==> config.mk <==
export PLATFORM = sky130hd
export DESIGN_NAME = column_run_segmenter_merge
export DESIGN_NICKNAME = d
export VERILOG_FILES = /design/src/rtl/crsm_pkg.sv /design/src/rtl/column_run_segmenter_merge.sv /design/src/rtl/crsm_out_fifo.sv
export SDC_FILE = /design/constraint.sdc
export NUM_CORES = 1
export LEC_CHECK = 0
export BUFFER_PORTS_ARGS = -buffer_cell sky130_fd_sc_hd__clkbuf_2
export CAP_MARGIN = 20
export CELL_PAD_IN_SITES_DETAIL_PLACEMENT = 0
export CELL_PAD_IN_SITES_GLOBAL_PLACEMENT = 1
export CORE_ASPECT_RATIO = 1.4
export CORE_MARGIN = 2
export CORE_UTILIZATION = 40
export CTS_CLUSTER_SIZE = 40
export DETAILED_ROUTE_END_ITERATION = 10
export PLACE_DENSITY_LB_ADDON = 0.1
export SLEW_MARGIN = 20
export SYNTH_ARGS = -nofsm -noshare
export SYNTH_HDL_FRONTEND = slang
export SYNTH_SLANG_ARGS = --single-unit
==> constraint.sdc <==
create_clock -name clk_i -period 17 [get_ports clk_i]
set_input_delay 3.4 -clock clk_i [delete_from_list [all_inputs] [get_ports clk_i]]
set_output_delay 3.4 -clock clk_i [all_outputs]
set_load 0.03 [all_outputs]
==> src/rtl/crsm_pkg.sv <==
// shared types and constants for the column run segmenter
`timescale 1ns / 1ps
`default_nettype none

package crsm_pkg;

  localparam int ColW = 10;
  localparam int CountW = 7;
  localparam int CfgIdxW = 2;
  localparam int CfgDataW = 10;
  localparam int MaxColumnsDefault = 1024;

  // output queue holds up to two results per column plus slack
  localparam int OutDepth = 4;
  localparam int OutPtrW = 2;
  localparam int OutCntW = 3;

  localparam logic [CountW-1:0] StartThresholdRst = 7'd1;
  localparam logic [ColW-1:0] WideWidthRst = 10'd12;
  localparam logic [ColW-1:0] MergeGapRst = 10'd6;
  localparam logic [ColW-1:0] MergeSpanRst = 10'd30;

  typedef enum logic [CfgIdxW-1:0] {
    CfgStartThreshold = 2'd0,
    CfgWideWidth      = 2'd1,
    CfgMergeGap       = 2'd2,
    CfgMergeSpan      = 2'd3
  } cfg_reg_e;

  typedef struct packed {
    logic [CountW-1:0] column_count;
    logic              last_column;
  } col_in_t;

  typedef struct packed {
    logic [ColW-1:0] seg_start;
    logic [ColW-1:0] seg_end;
    logic            no_segment;
    logic            last_segment;
  } seg_out_t;

  // results written into the output queue in the same cycle
  typedef struct packed {
    logic [1:0] num;
    seg_out_t   first;
    seg_out_t   second;
  } seg_push_t;

endpackage

`default_nettype wire

==> src/rtl/column_run_segmenter_merge.sv <==
// top level of the column run segmenter with narrow segment merging
//
// one column transfer on the input channel carries the set-pixel count of a
// column and a flag on the image's last column. a run opens when the count
// exceeds start_threshold and closes on a zero column; narrow segments merge
// into the pending one, superseded segments go out on the result channel.
// the last column flushes the pending segment with last_segment set, or an
// empty marker with no_segment set.
// state updates at the edge that takes a column, and its results land in a
// four-entry output queue, visible in the cycle after. up to two results come
// from one column, one result leaves per cycle while the receiver is ready.
// input ready stays high while the queue has room for two results, so the
// block takes new columns while earlier results still wait in the queue;
// once the queue fills, as when the receiver stalls, input ready drops.
// after reset the registers hold their reset values, no run or segment is
// pending and the queue is empty. the user must write registers only while idle; the block does not enforce this.
`timescale 1ns / 1ps
`default_nettype none

module column_run_segmenter_merge #(
  parameter int MAX_COLUMNS = crsm_pkg::MaxColumnsDefault
) (
  input  wire logic                          clk_i,
  input  wire logic                          rst_ni,
  input  wire logic                          in_valid_i,
  output logic                               in_ready_o,
  input  wire crsm_pkg::col_in_t             in_data_i,
  output logic                               out_valid_o,
  input  wire logic                          out_ready_i,
  output crsm_pkg::seg_out_t                 out_data_o,
  input  wire logic                          cfg_we_i,
  input  wire logic [crsm_pkg::CfgIdxW-1:0]  cfg_idx_i,
  input  wire logic [crsm_pkg::CfgDataW-1:0] cfg_wdata_i
);

  localparam int PosLimitInt = (MAX_COLUMNS - 1 < 1023) ? (MAX_COLUMNS - 1) : 1023;
  localparam logic [crsm_pkg::ColW-1:0] PosLimit = crsm_pkg::ColW'(PosLimitInt);

  // configuration registers
  logic [crsm_pkg::CountW-1:0] start_thr_q;
  logic [crsm_pkg::ColW-1:0]   wide_width_q;
  logic [crsm_pkg::ColW-1:0]   merge_gap_q;
  logic [crsm_pkg::ColW-1:0]   merge_span_q;

  // scan state
  logic [crsm_pkg::ColW-1:0] col_pos_q, col_pos_d;
  logic                      run_open_q, run_open_d;
  logic [crsm_pkg::ColW-1:0] run_begin_q, run_begin_d;
  logic                      pend_valid_q, pend_valid_d;
  logic [crsm_pkg::ColW-1:0] pend_begin_q, pend_begin_d;
  logic [crsm_pkg::ColW-1:0] pend_finish_q, pend_finish_d;

  logic                      in_xfer;
  logic                      run_close;
  logic [crsm_pkg::ColW-1:0] seg_e;
  logic [crsm_pkg::ColW-1:0] seg_gap;
  logic                      do_merge;
  logic                      emit_old;
  logic                      mid_valid;
  logic [crsm_pkg::ColW-1:0] mid_begin;
  logic [crsm_pkg::ColW-1:0] mid_finish;
  crsm_pkg::seg_out_t        old_res;
  crsm_pkg::seg_out_t        last_res;
  crsm_pkg::seg_push_t       push;
  logic                      room2;
  logic [crsm_pkg::OutCntW-1:0] out_level;

  assign in_ready_o = room2;
  assign in_xfer    = in_valid_i && in_ready_o;

  always_ff @(posedge clk_i or negedge rst_ni) begin
    if (!rst_ni) begin
      start_thr_q  <= crsm_pkg::StartThresholdRst;
      wide_width_q <= crsm_pkg::WideWidthRst;
      merge_gap_q  <= crsm_pkg::MergeGapRst;
      merge_span_q <= crsm_pkg::MergeSpanRst;
    end else if (cfg_we_i) begin
      unique case (crsm_pkg::cfg_reg_e'(cfg_idx_i))
        crsm_pkg::CfgStartThreshold: start_thr_q  <= cfg_wdata_i[crsm_pkg::CountW-1:0];
        crsm_pkg::CfgWideWidth:      wide_width_q <= cfg_wdata_i;
        crsm_pkg::CfgMergeGap:       merge_gap_q  <= cfg_wdata_i;
        crsm_pkg::CfgMergeSpan:      merge_span_q <= cfg_wdata_i;
        default: ;
      endcase
    end
  end

  // segment closing on this column and its merge decision
  always_comb begin
    run_close = (in_data_i.column_count == '0) && run_open_q;
    seg_e     = (col_pos_q > run_begin_q) ? col_pos_q - crsm_pkg::ColW'(1) : run_begin_q;
    seg_gap   = (run_begin_q > pend_finish_q) ? run_begin_q - pend_finish_q : '0;
    do_merge  = pend_valid_q && ((seg_e - run_begin_q) <= wide_width_q)
                && (seg_gap <= merge_gap_q) && (seg_e >= pend_begin_q)
                && ((seg_e - pend_begin_q) < merge_span_q);
    emit_old  = run_close && !do_merge && pend_valid_q;

    mid_valid  = pend_valid_q;
    mid_begin  = pend_begin_q;
    mid_finish = pend_finish_q;
    if (run_close) begin
      mid_valid  = 1'b1;
      mid_finish = seg_e;
      if (!do_merge) begin
        mid_begin = run_begin_q;
      end
    end
  end

  always_comb begin
    old_res.seg_start    = pend_begin_q;
    old_res.seg_end      = pend_finish_q;
    old_res.no_segment   = 1'b0;
    old_res.last_segment = 1'b0;

    last_res.seg_start    = mid_valid ? mid_begin : '0;
    last_res.seg_end      = mid_valid ? mid_finish : '0;
    last_res.no_segment   = !mid_valid;
    last_res.last_segment = 1'b1;

    push.num    = 2'd0;
    push.first  = emit_old ? old_res : last_res;
    push.second = last_res;
    if (in_xfer) begin
      push.num = 2'(emit_old) + 2'(in_data_i.last_column);
    end
  end

  always_comb begin
    col_pos_d     = col_pos_q;
    run_open_d    = run_open_q;
    run_begin_d   = run_begin_q;
    pend_valid_d  = mid_valid;
    pend_begin_d  = mid_begin;
    pend_finish_d = mid_finish;

    if (in_data_i.column_count > start_thr_q) begin
      if (!run_open_q) begin
        run_open_d  = 1'b1;
        run_begin_d = col_pos_q;
      end
    end else if (run_close) begin
      run_open_d = 1'b0;
    end

    if (in_data_i.last_column) begin
      col_pos_d    = '0;
      run_open_d   = 1'b0;
      pend_valid_d = 1'b0;
    end else if (col_pos_q < PosLimit) begin
      col_pos_d = col_pos_q + crsm_pkg::ColW'(1);
    end
  end

  always_ff @(posedge clk_i or negedge rst_ni) begin
    if (!rst_ni) begin
      col_pos_q     <= '0;
      run_open_q    <= 1'b0;
      run_begin_q   <= '0;
      pend_valid_q  <= 1'b0;
      pend_begin_q  <= '0;
      pend_finish_q <= '0;
    end else if (in_xfer) begin
      col_pos_q     <= col_pos_d;
      run_open_q    <= run_open_d;
      run_begin_q   <= run_begin_d;
      pend_valid_q  <= pend_valid_d;
      pend_begin_q  <= pend_begin_d;
      pend_finish_q <= pend_finish_d;
    end
  end

  crsm_out_fifo u_out_fifo (
    .clk_i      (clk_i),
    .rst_ni     (rst_ni),
    .push_i     (push),
    .room2_o    (room2),
    .level_o    (out_level),
    .rd_valid_o (out_valid_o),
    .rd_ready_i (out_ready_i),
    .rd_data_o  (out_data_o)
  );

  // queue never overflows
  assert property (@(posedge clk_i) disable iff (!rst_ni)
    out_level <= crsm_pkg::OutCntW'(crsm_pkg::OutDepth))
    else $error("output queue overflow");

  // a last column leaves no run and no pending segment behind
  assert property (@(posedge clk_i) disable iff (!rst_ni)
    in_xfer && in_data_i.last_column |=> !run_open_q && !pend_valid_q && col_pos_q == '0)
    else $error("scan state not cleared after last column");

  // column position saturates
  assert property (@(posedge clk_i) disable iff (!rst_ni) col_pos_q <= PosLimit)
    else $error("column position beyond limit");

  // empty marker carries zero bounds and closes the image
  assert property (@(posedge clk_i) disable iff (!rst_ni)
    out_valid_o && out_data_o.no_segment |->
      out_data_o.last_segment && out_data_o.seg_start == '0 && out_data_o.seg_end == '0)
    else $error("malformed empty marker");

endmodule

`default_nettype wire

==> src/rtl/crsm_out_fifo.sv <==
// output queue taking up to two results per cycle and handing out one while the reader is ready
`timescale 1ns / 1ps
`default_nettype none

module crsm_out_fifo (
  input  wire logic                              clk_i,
  input  wire logic                              rst_ni,
  input  wire crsm_pkg::seg_push_t               push_i,
  output logic                                   room2_o,
  output logic [crsm_pkg::OutCntW-1:0]           level_o,
  output logic                                   rd_valid_o,
  input  wire logic                              rd_ready_i,
  output crsm_pkg::seg_out_t                     rd_data_o
);

  crsm_pkg::seg_out_t mem_q [crsm_pkg::OutDepth];

  logic [crsm_pkg::OutPtrW-1:0] wr_ptr_q, wr_ptr_d;
  logic [crsm_pkg::OutPtrW-1:0] rd_ptr_q, rd_ptr_d;
  logic [crsm_pkg::OutCntW-1:0] cnt_q, cnt_d;
  logic [crsm_pkg::OutPtrW-1:0] wr_ptr_nxt;
  logic                         pop;

  assign pop        = rd_valid_o && rd_ready_i;
  assign rd_valid_o = (cnt_q != '0);
  assign rd_data_o  = mem_q[rd_ptr_q];
  assign level_o    = cnt_q;
  assign room2_o    = (cnt_q <= crsm_pkg::OutCntW'(crsm_pkg::OutDepth - 2));
  assign wr_ptr_nxt = wr_ptr_q + crsm_pkg::OutPtrW'(1);

  always_comb begin
    wr_ptr_d = wr_ptr_q + crsm_pkg::OutPtrW'(push_i.num);
    rd_ptr_d = rd_ptr_q + crsm_pkg::OutPtrW'(pop);
    cnt_d    = cnt_q + crsm_pkg::OutCntW'(push_i.num) - crsm_pkg::OutCntW'(pop);
  end

  always_ff @(posedge clk_i or negedge rst_ni) begin
    if (!rst_ni) begin
      wr_ptr_q <= '0;
      rd_ptr_q <= '0;
      cnt_q    <= '0;
    end else begin
      wr_ptr_q <= wr_ptr_d;
      rd_ptr_q <= rd_ptr_d;
      cnt_q    <= cnt_d;
    end
  end

  always_ff @(posedge clk_i) begin
    if (push_i.num != 2'd0) begin
      mem_q[wr_ptr_q] <= push_i.first;
    end
    if (push_i.num == 2'd2) begin
      mem_q[wr_ptr_nxt] <= push_i.second;
    end
  end

endmodule

`default_nettype wire

# Word-level counts from Yosys, hierarchy flattened
# Memories as Yosys holds them, arrays and structs flattened.
# Cells that the tools add are included.
# word_totals
reg_bits	86
latchBits	0
ram_bits	88
romBits	0
elab_cells	83
n_memories	1
# op_classes
n_addsub	11
multipliers	0
n_div	0
n_lt_le_gt_ge	9
eq_ne	4
shift	0
muxes	20
bitwise_logic	1
reduce_logical	24
# mem_list
memory	depth	width	read_ports	rd_ports_with_merged_regs	wr	line_no	text
u_out_fifo.mem_q	4	22	1	0	2	crsm_out_fifo.sv:16	crsm_pkg::seg_out_t mem_q [crsm_pkg::OutDepth];
# op_table
cell	n
10-bit 2-to-1 mux	9
10-bit subtractor	3
22-bit 2-to-1 mux	1
10-bit > comparator	2
10-bit less-or-equal comparator	2
2-bit AND reduction	6
10-bit by 1-bit adder with 10-bit output, second input constant	1
10-bit >= comparator	1
10-bit < comparator	1
10-bit < comparator, second input constant	1
10-bit by 1-bit subtractor with 10-bit output, second input constant	1
1-bit logical AND	9
1-bit 2-to-1 mux	9
7-bit > comparator	1
7-bit zero test	1
2-bit == test, second input constant	3
3-bit nonzero test	2
2-bit nonzero test	2
3-bit by 2-bit adder with 3-bit output	1
3-bit by 2-bit less-or-equal comparator with 1-bit output, second input constant	1
3-bit AND reduction	1
3-bit by 1-bit subtractor with 3-bit output	1
1-bit by 1-bit adder with 2-bit output	1
2-bit by 1-bit adder with 2-bit output	1
7 further kinds	8

# Longest topological paths before layout
# Gate-level depths: netlist of run 1.
# depth
word_depth	16
ltp_mapped	33

# Hierarchy
# A second synthesis of run 1 with hierarchy kept.
# hier_totals
hier_cells	956
hier_area_um2	11185.7
# by_module_without_submodules
mod	instances	cells_per_inst	area_per_inst_um2	seq_area_each_um2
column_run_segmenter_merge	1	703	6485.0	1988.2
crsm_out_fifo	1	253	4700.8	2817.7

# Worst setup path before layout of run 1
# No wires, ideal clock.
# synth_path
kind	flip-flop to flip-flop
startpoint	register run_begin_q[6] (netlist bit)
endpoint	memory u_out_fifo.mem_q[1][10] (netlist bit), enable pin
setup_ns	0.379
arrival_ns	6.831
required_ns	16.621
path_slack_ns	9.791
path_stages_with_launch	27
n_path_buf	2
synth_period_minus_slack_ns	7.209
cell_sequence	dfrtp_1 inv_1 ha_1 a21oi_1 nand2_1 a2111o_1 o21bai_1 buf_2 mux2i_1 ha_1 o21ai_0 a21boi_0 o21ai_0 a21oi_1 nor2_1 xnor2_1 ha_1 a21o_1 a221o_1 a2111oi_4 o41ai_2 o311ai_4 inv_2 ha_1 or4_1 clkbuf_1 nand2_1
# synth_lines
element	line_no	text
from (decl)	column_run_segmenter_merge.sv:48	logic [crsm_pkg::ColW-1:0] run_begin_q, run_begin_d;
from (signal assigned)	column_run_segmenter_merge.sv:166	run_begin_q <= run_begin_d;
to (decl)	crsm_out_fifo.sv:16	

==> reports/results.tsv, run 1 <==
metric	value	unit
standard-cell rows	71	
net switching fraction of the power	0.4240	
P&R area growth vs syn	11.03	%
final critical-path required period	8.472	ns
Avg Inst Size Synth	11.41	sq um
register area	4766	sq um
dpl hpwl	21.85	mm
pin count of the biggest net entering global routing	58	
clk_lat worst skew	0.44	ns
core box area	26650	sq um
routability congestion estimate	0.8729	
Worst Hold Endpoint	u_out_fifo.mem_q[0][0]$_SDFFE_PP1N_	
final setup vio count	0	
reg2reg start	run_begin_q[6]$_DFFE_PN0P_	
r2r setup slk	8.53	ns
Die Span X	142.5	microns
Seq/Total Area, Yosys	0.4438	
Setup crit end kind	flip-flop	
clock transition at the registers of the reported paths	0.07	ns
fmax	0.1180	GHz
clk buf depth	2	
Setup CP Type	flip-flop to flip-flop	
WHS	0.4737	ns
Comb power frac	0.535	
register bit total from synthesis	174	
H-tree depth	4	
Cells after Synth	941	
DR vias/cell	5.590	
syn_nets	1053	
n_diodes	0	
Max-Cap Viols	0	
Main synth FF type	edfxtp_1	
Critical Path Max Stage Delay	0.85	ns
fill cell count	2543	
number of hold buffers added after CTS	0	
Tot Pwr	0.002078	W
Total Neg Setup Slack	0	ns
Setup crit start kind	flip-flop	
Die Height	197.9	microns
area of the multi-input gates	5473	sq um
DR iter-0 viols	431	
Worst-Margin Slew	1.068	ns
Hold WC Path Type	flip-flop to flip-flop	
via count	7367	
initial antenna violation count	0	
Critical Path AT	8.77	ns
Port-buffer cells	48	
clk sinks	174	
VDD IR max	85.84	uV
CP max FO	13	
worst reg2reg path depth	29	
Flop pwr share	0.268	
root buf cell	clkbuf_16	
total track usage	0.2164	
share of post-route cells with drive strength above 1	0.1869	
average wire per standard cell	21.87	microns
# DRC	0	
CP required	17.30	ns
Async S/R FF share, synth	0.4943	
CP most frequent cell	nand2_1	
GR Overflow Total	0	
RSZ-0062 raised after global routing	false	
status	completed	
fin nets	1089	
cts bufs inserted	17	
DRT Wirelength	28.83	mm
Pint	0.001197	W
fin crit share	0.4984	
RR Endpoint	u_out_fifo.mem_q[0][7]$_DFFE_PP_	
vias in the first global route	7633	
Static Leak	5.186	nW
number of synthesized flops with an enable pin	84	
Cell Pwr Density	174.3	nW/um^2
Fin. Hold Viols	0	
Post-Syn Area	10740	sq um
Worst Skew	0.01262	ns
clock network power share	0.197	
first-pass GRT wire length	45.28	mm
Final Max Slew Viols	0	
IO Count	49	
Post-CTS Setup Bufs	0	
post_cts resized	0	
Psw	0.0008813	W
DIE AREA	28190	sq um
antenna viol nets, final	0	
CP max-delay cell	nor2_1	
Synth warnings	0	
min-delay src	u_out_fifo.mem_q[0][0]$_SDFFE_PP1N_	
hold depth	2	
Rel. slew slack	0.2855	
Synth cell types	63	
starting density of the core	0.4029	
first drt pass iteration count	4	
TritonCTS clock tree	yes	
==> worst max path at each step <==
stage                                           from                                 to  slack (ns)  depth (start not counted)
final                     run_begin_q[6]$_DFFE_PN0P_   u_out_fifo.mem_q[0][7]$_DFFE_PP_        8.53                         29
after floorplan           run_begin_q[6]$_DFFE_PN0P_  u_out_fifo.mem_q[1][10]$_DFFE_PP_        9.79                         26
after global placement    run_begin_q[6]$_DFFE_PN0P_  u_out_fifo.mem_q[1][12]$_DFFE_PP_        8.60                         27
after global routing      run_begin_q[6]$_DFFE_PN0P_   u_out_fifo.mem_q[0][7]$_DFFE_PP_        7.97                         30
after detailed placement  run_begin_q[6]$_DFFE_PN0P_  u_out_fifo.mem_q[1][12]$_DFFE_PP_        8.45                         28
after CTS                 run_begin_q[6]$_DFFE_PN0P_  u_out_fifo.mem_q[1][16]$_DFFE_PP_        8.42                         27
==> registers in the layout, summed over array words and instances (netlist names), 3 cells and up <==
signal	count
col_pos_q	10
wide_width_q	10
u_out_fifo.level_o	3
pend_finish_q	10
pend_begin_q	10
run_begin_q	10
merge_span_q	10
u_out_fifo.mem_q	88
start_thr_q	7
merge_gap_q	10
==> per-layer routing <==
layer | vias up | global-route usage | share of wire
met5 | - | 0 | 0
met2 | 116 | 0.3891 | 0.53
li1 | 3574 | - | -
met3 | 34 | 0.03434 | 0.028
met1 | 3643 | 0.2577 | 0.41
met4 | 0 | 0.08324 | 0.031
==> metrics by stage <==
| step | setup WS (ns) | area [sq um] | instances | utilization |
|---|---|---|---|---|
| after floorplan | 9.791 | 10740 | 941 | - |
| after global placement | 8.599 | 11270 | 1283 | 0.4228 |
| after detailed placement | 8.454 | 11300 | 1285 | 0.4239 |
| after CTS | 8.416 | 11910 | 1317 | 0.4467 |
| after global routing | 7.968 | 11920 | 1318 | 0.4474 |
| final | 8.528 | 11920 | 1318 | 0.4474 |
==> cell usage in the layout (no fill, tap or decap), types with 18 or more instances in the layout <==
cell type	count
mux2_2	47
inv_1	86
mux2i_1	23
dfrtp_1	77
mux4_2	22
clkbuf_2	47
nor2_1	37
o21ai_0	32
a21o_1	18
a21oi_1	41
ha_1	83
nand2_1	51
edfxtp_1	84
xnor2_1	22
a22o_1	79
==> area by class of cell <==
type | count | area share
multi-input cells | 639 | 0.4590
flip-flops and latches | 174 | 0.3997
clock buffers | 18 | 0.03600
well taps | 328 | 0.03442
repair buffers | 58 | 0.02854
inverters | 87 | 0.02739
clock inverters | 14 | 0.01490
==> cell usage after synthesis, drive strengths merged (15+ instances only) <==
cell	instances	share of area
ha	83	0.097
a21o	18	0.013
mux2i	23	0.021
nand2	52	0.018
mux2	47	0.049
nor3	15	0.0070
o21ai	37	0.021
clkbuf	32	0.011
inv	87	0.030
xor2	15	0.012
a21oi	41	0.019
nor2	37	0.013
dfrtp	77	0.18
edfxtp	84	0.23
xnor2	22	0.018
mux4	22	0.046
a22o	79	0.064
==> power groups by stage <==
stage / Clock (W) / Combinational, W / Sequential [W]
final: 0.000410 / 0.00111 / 0.000556
after floorplan: 0 / 0.000847 / 0.000537
after global placement: 0 / 0.00111 / 0.000571
after CTS: 0.000421 / 0.00112 / 0.000556
after global routing: 0.000439 / 0.00126 / 0.000564
after detailed placement: 0 / 0.00112 / 0.000565
==> logic make-up (layout without fill, tap and decap cells) <==
family,Yosys count,in the layout,share of synthesized area
buffers and inverters,128,177,0.04673
multiplexers,92,92,0.1169
XOR/XNOR,37,37,0.03018
AO/OA/AOI/OAI,225,225,0.1642
adder cells (fa/ha/maj),87,87,0.1042
flip-flops,174,174,0.4438
AND/OR/NAND/NOR,198,198,0.09403
==> worst max-delay path: cells and delay by family, from the launching register on <==
kind | cells | cell delay (ns)
simple gates | 8 | 1.97
flops | 1 | 0.60
fa+ha+maj | 4 | 1.50
xor+xnor | 1 | 0.22
buf+inv | 4 | 0.84
compound gates | 12 | 3.20
(Power assumes the default switching activity.)
==> run 2: changes to the inputs <==
clock period = 7.28 ns   (was 17 ns; I/O delays follow)
==> run 2 against run 1 <==
Effect of this change: utilization is 1.9 points higher; cell count is 4.4% higher; clock-buffer cell count is 1 higher; critical path depth is 1 higher; clock power is 110% higher; combinational power grew to 2.5 times the previous value; critical path type unchanged; largest power group unchanged.
==> reports/results.tsv, run 2 (synthesis gave the netlist of run 1 again) <==
metric	value	unit
status	completed	
starting density of the core	0.4029	
post-placement cell area	11730	sq um
Tot Pwr	0.004984	W
H-tree depth	4	
VDD IR max	344.5	uV
final worst slack	0.4302	ns
via count	7513	
Rel. slew slack	0.2612	
pin count of the biggest net entering global routing	46	
Static Leak	5.467	nW
max reg flops	88	
fin nets	1147	
share of post-route cells with drive strength above 1	0.2405	
Worst Skew	0.01187	ns
routability congestion estimate	0.8685	
DR vias/cell	5.460	
P&R area growth vs syn	15.66	%
Setup crit end kind	flip-flop	
RSZ-0062 raised after global routing	false	
fin crit share	0.9409	
root buf cell	clkbuf_16	
final critical-path required period	6.850	ns
DIE AREA	28190	sq um
CP required	7.59	ns
Worst-Margin Slew	1.104	ns
clk_lat worst skew	0.44	ns
Die Height	197.9	microns
cts bufs inserted	17	
Critical Path Max Stage Delay	0.60	ns
DRT Wirelength	29.13	mm
IO Count	49	
fill cell count	2551	
average wire per standard cell	21.17	microns
initial antenna violation count	0	
Die Span X	142.5	microns
CP max FO	13	
Port-buffer cells	48	
clk buf depth	2	
# DRC	0	
Final Max Slew Viols	0	
CP max-delay cell	or4_4	
dpl hpwl	22.06	mm
Setup CP Type	flip-flop to flip-flop	
final setup vio count	0	
TritonCTS clock tree	yes	
Total Neg Setup Slack	0	ns
Hold WC Path Type	flip-flop to flip-flop	
Critical Path AT	7.16	ns
first drt pass iteration count	5	
Finished Cell Area	12420	sq um
Fin. Hold Viols	0	
Biggest register	u_out_fifo.mem_q	
register area	4767	sq um
worst reg2reg path depth	30	
Setup crit start kind	flip-flop	
n_diodes	0	
fmax	0.1460	GHz
first-pass GRT wire length	45.62	mm
clk sinks	174	
placed cells	1339	
vias in the first global route	7762	
GR Overflow Total	0	
clock transition at the registers of the reported paths	0.07	ns
Max-Cap Viols	0	
area of the multi-input gates	5523	sq um
total track usage	0.2182	
CP most frequent cell	ha_1	
fin cells	1376	
commonest non-fill, non-tap cell in the layout	inv_1	
Cell Pwr Density	401.3	nW/um^2
core box area	26650	sq um
standard-cell rows	71	
pre-CTS WS	-0.1769	ns
antenna viol nets, final	0	
most frequent cells in the layout	inv_1, edfxtp_1, ha_1	
DR iter-0 viols	343	
hold depth	2	
-- run 2: cell count changes in the layout (fill, tap and decap cells not counted), sizes merged --
cell / before / now
inv: 93 / 90
clkbuf: 65 / 66
clkinvlp: 1 / 2
bufinv: 3 / 1
clkinv: 4 / 7
buf: 11 / 69
-- run 2: metal layers --
layer  vias to the layer above  track usage  part of all wire
li1                       3699            -                 -
met1                      3684       0.2571              0.42
met2                       101       0.3978              0.53
met3                        29      0.03337             0.021
met4                         0      0.08141             0.027
met5                         -            0                 0
-- run 2: cell type report --
cell class | instances | area share
flip-flops and latches | 174 | 0.3838
multi-input cells | 639 | 0.4447
clock buffers | 19 | 0.03486
clock inverters | 13 | 0.009269
repair buffers | 116 | 0.06800
inverters | 87 | 0.02629
well taps | 328 | 0.03304
-- run 2: where the power goes --
group | internal, W | switching (W) | leakage, nW
Combinational | 0.00123 | 0.00160 | 3.35
Clock | 0.000472 | 0.000407 | 0.265
Sequential | 0.00116 | 0.000114 | 1.85
-- run 2: path summary, 6_finish.rpt --
kind / startpoint / to / slack, ns
max: run_begin_q[6]$_DFFE_PN0P_ / u_out_fifo.mem_q[1][12]$_DFFE_PP_ / 0.43
min: u_out_fifo.mem_q[2][0]$_SDFFE_PP1P_ / u_out_fifo.mem_q[2][0]$_SDFFE_PP1P_ / 0.47
max reg2reg: run_begin_q[6]$_DFFE_PN0P_ / u_out_fifo.mem_q[1][12]$_DFFE_PP_ / 0.43
min reg2reg: u_out_fifo.mem_q[2][0]$_SDFFE_PP1P_ / u_out_fifo.mem_q[2][0]$_SDFFE_PP1P_ / 0.47
max in group asynchronous: rst_ni / run_begin_q[8]$_DFFE_PN0P_ / 5.19
min in group asynchronous: rst_ni / col_pos_q[2]$_DFFE_PN0P_ / 1.02
-- run 2: repair_timing --
item / CTS / global route
hold buffers: 0 / 0
pin swaps: 0 / 1
hold endpoints to repair: 0 / 0
buffers inserted: 0 / 5
resized for setup: 5 / 15
endpoints found under the setup margin: 112 / 170
-- run 2: critical path: cells and delay by family, from the launching register on --
family          cells  cell delay [ns]
fa+ha+maj           5             1.58
xor+xnor            1             0.17
buf+inv             5             0.57
compound gates     13             2.77
flops               1             0.35
mux                 1             0.28
simple gates        5             1.00
-- run 2: stage by stage --
stage / hold WS (ns) / utilization
2_1_floorplan: 0.4348 / -
3_3_place_gp: 0.4581 / 0.4400
3_5_place_dp: 0.4590 / 0.4400
4_1_cts: 0.4764 / 0.4611
5_1_grt: 0.4879 / 0.4660
6_report: 0.4702 / 0.4660
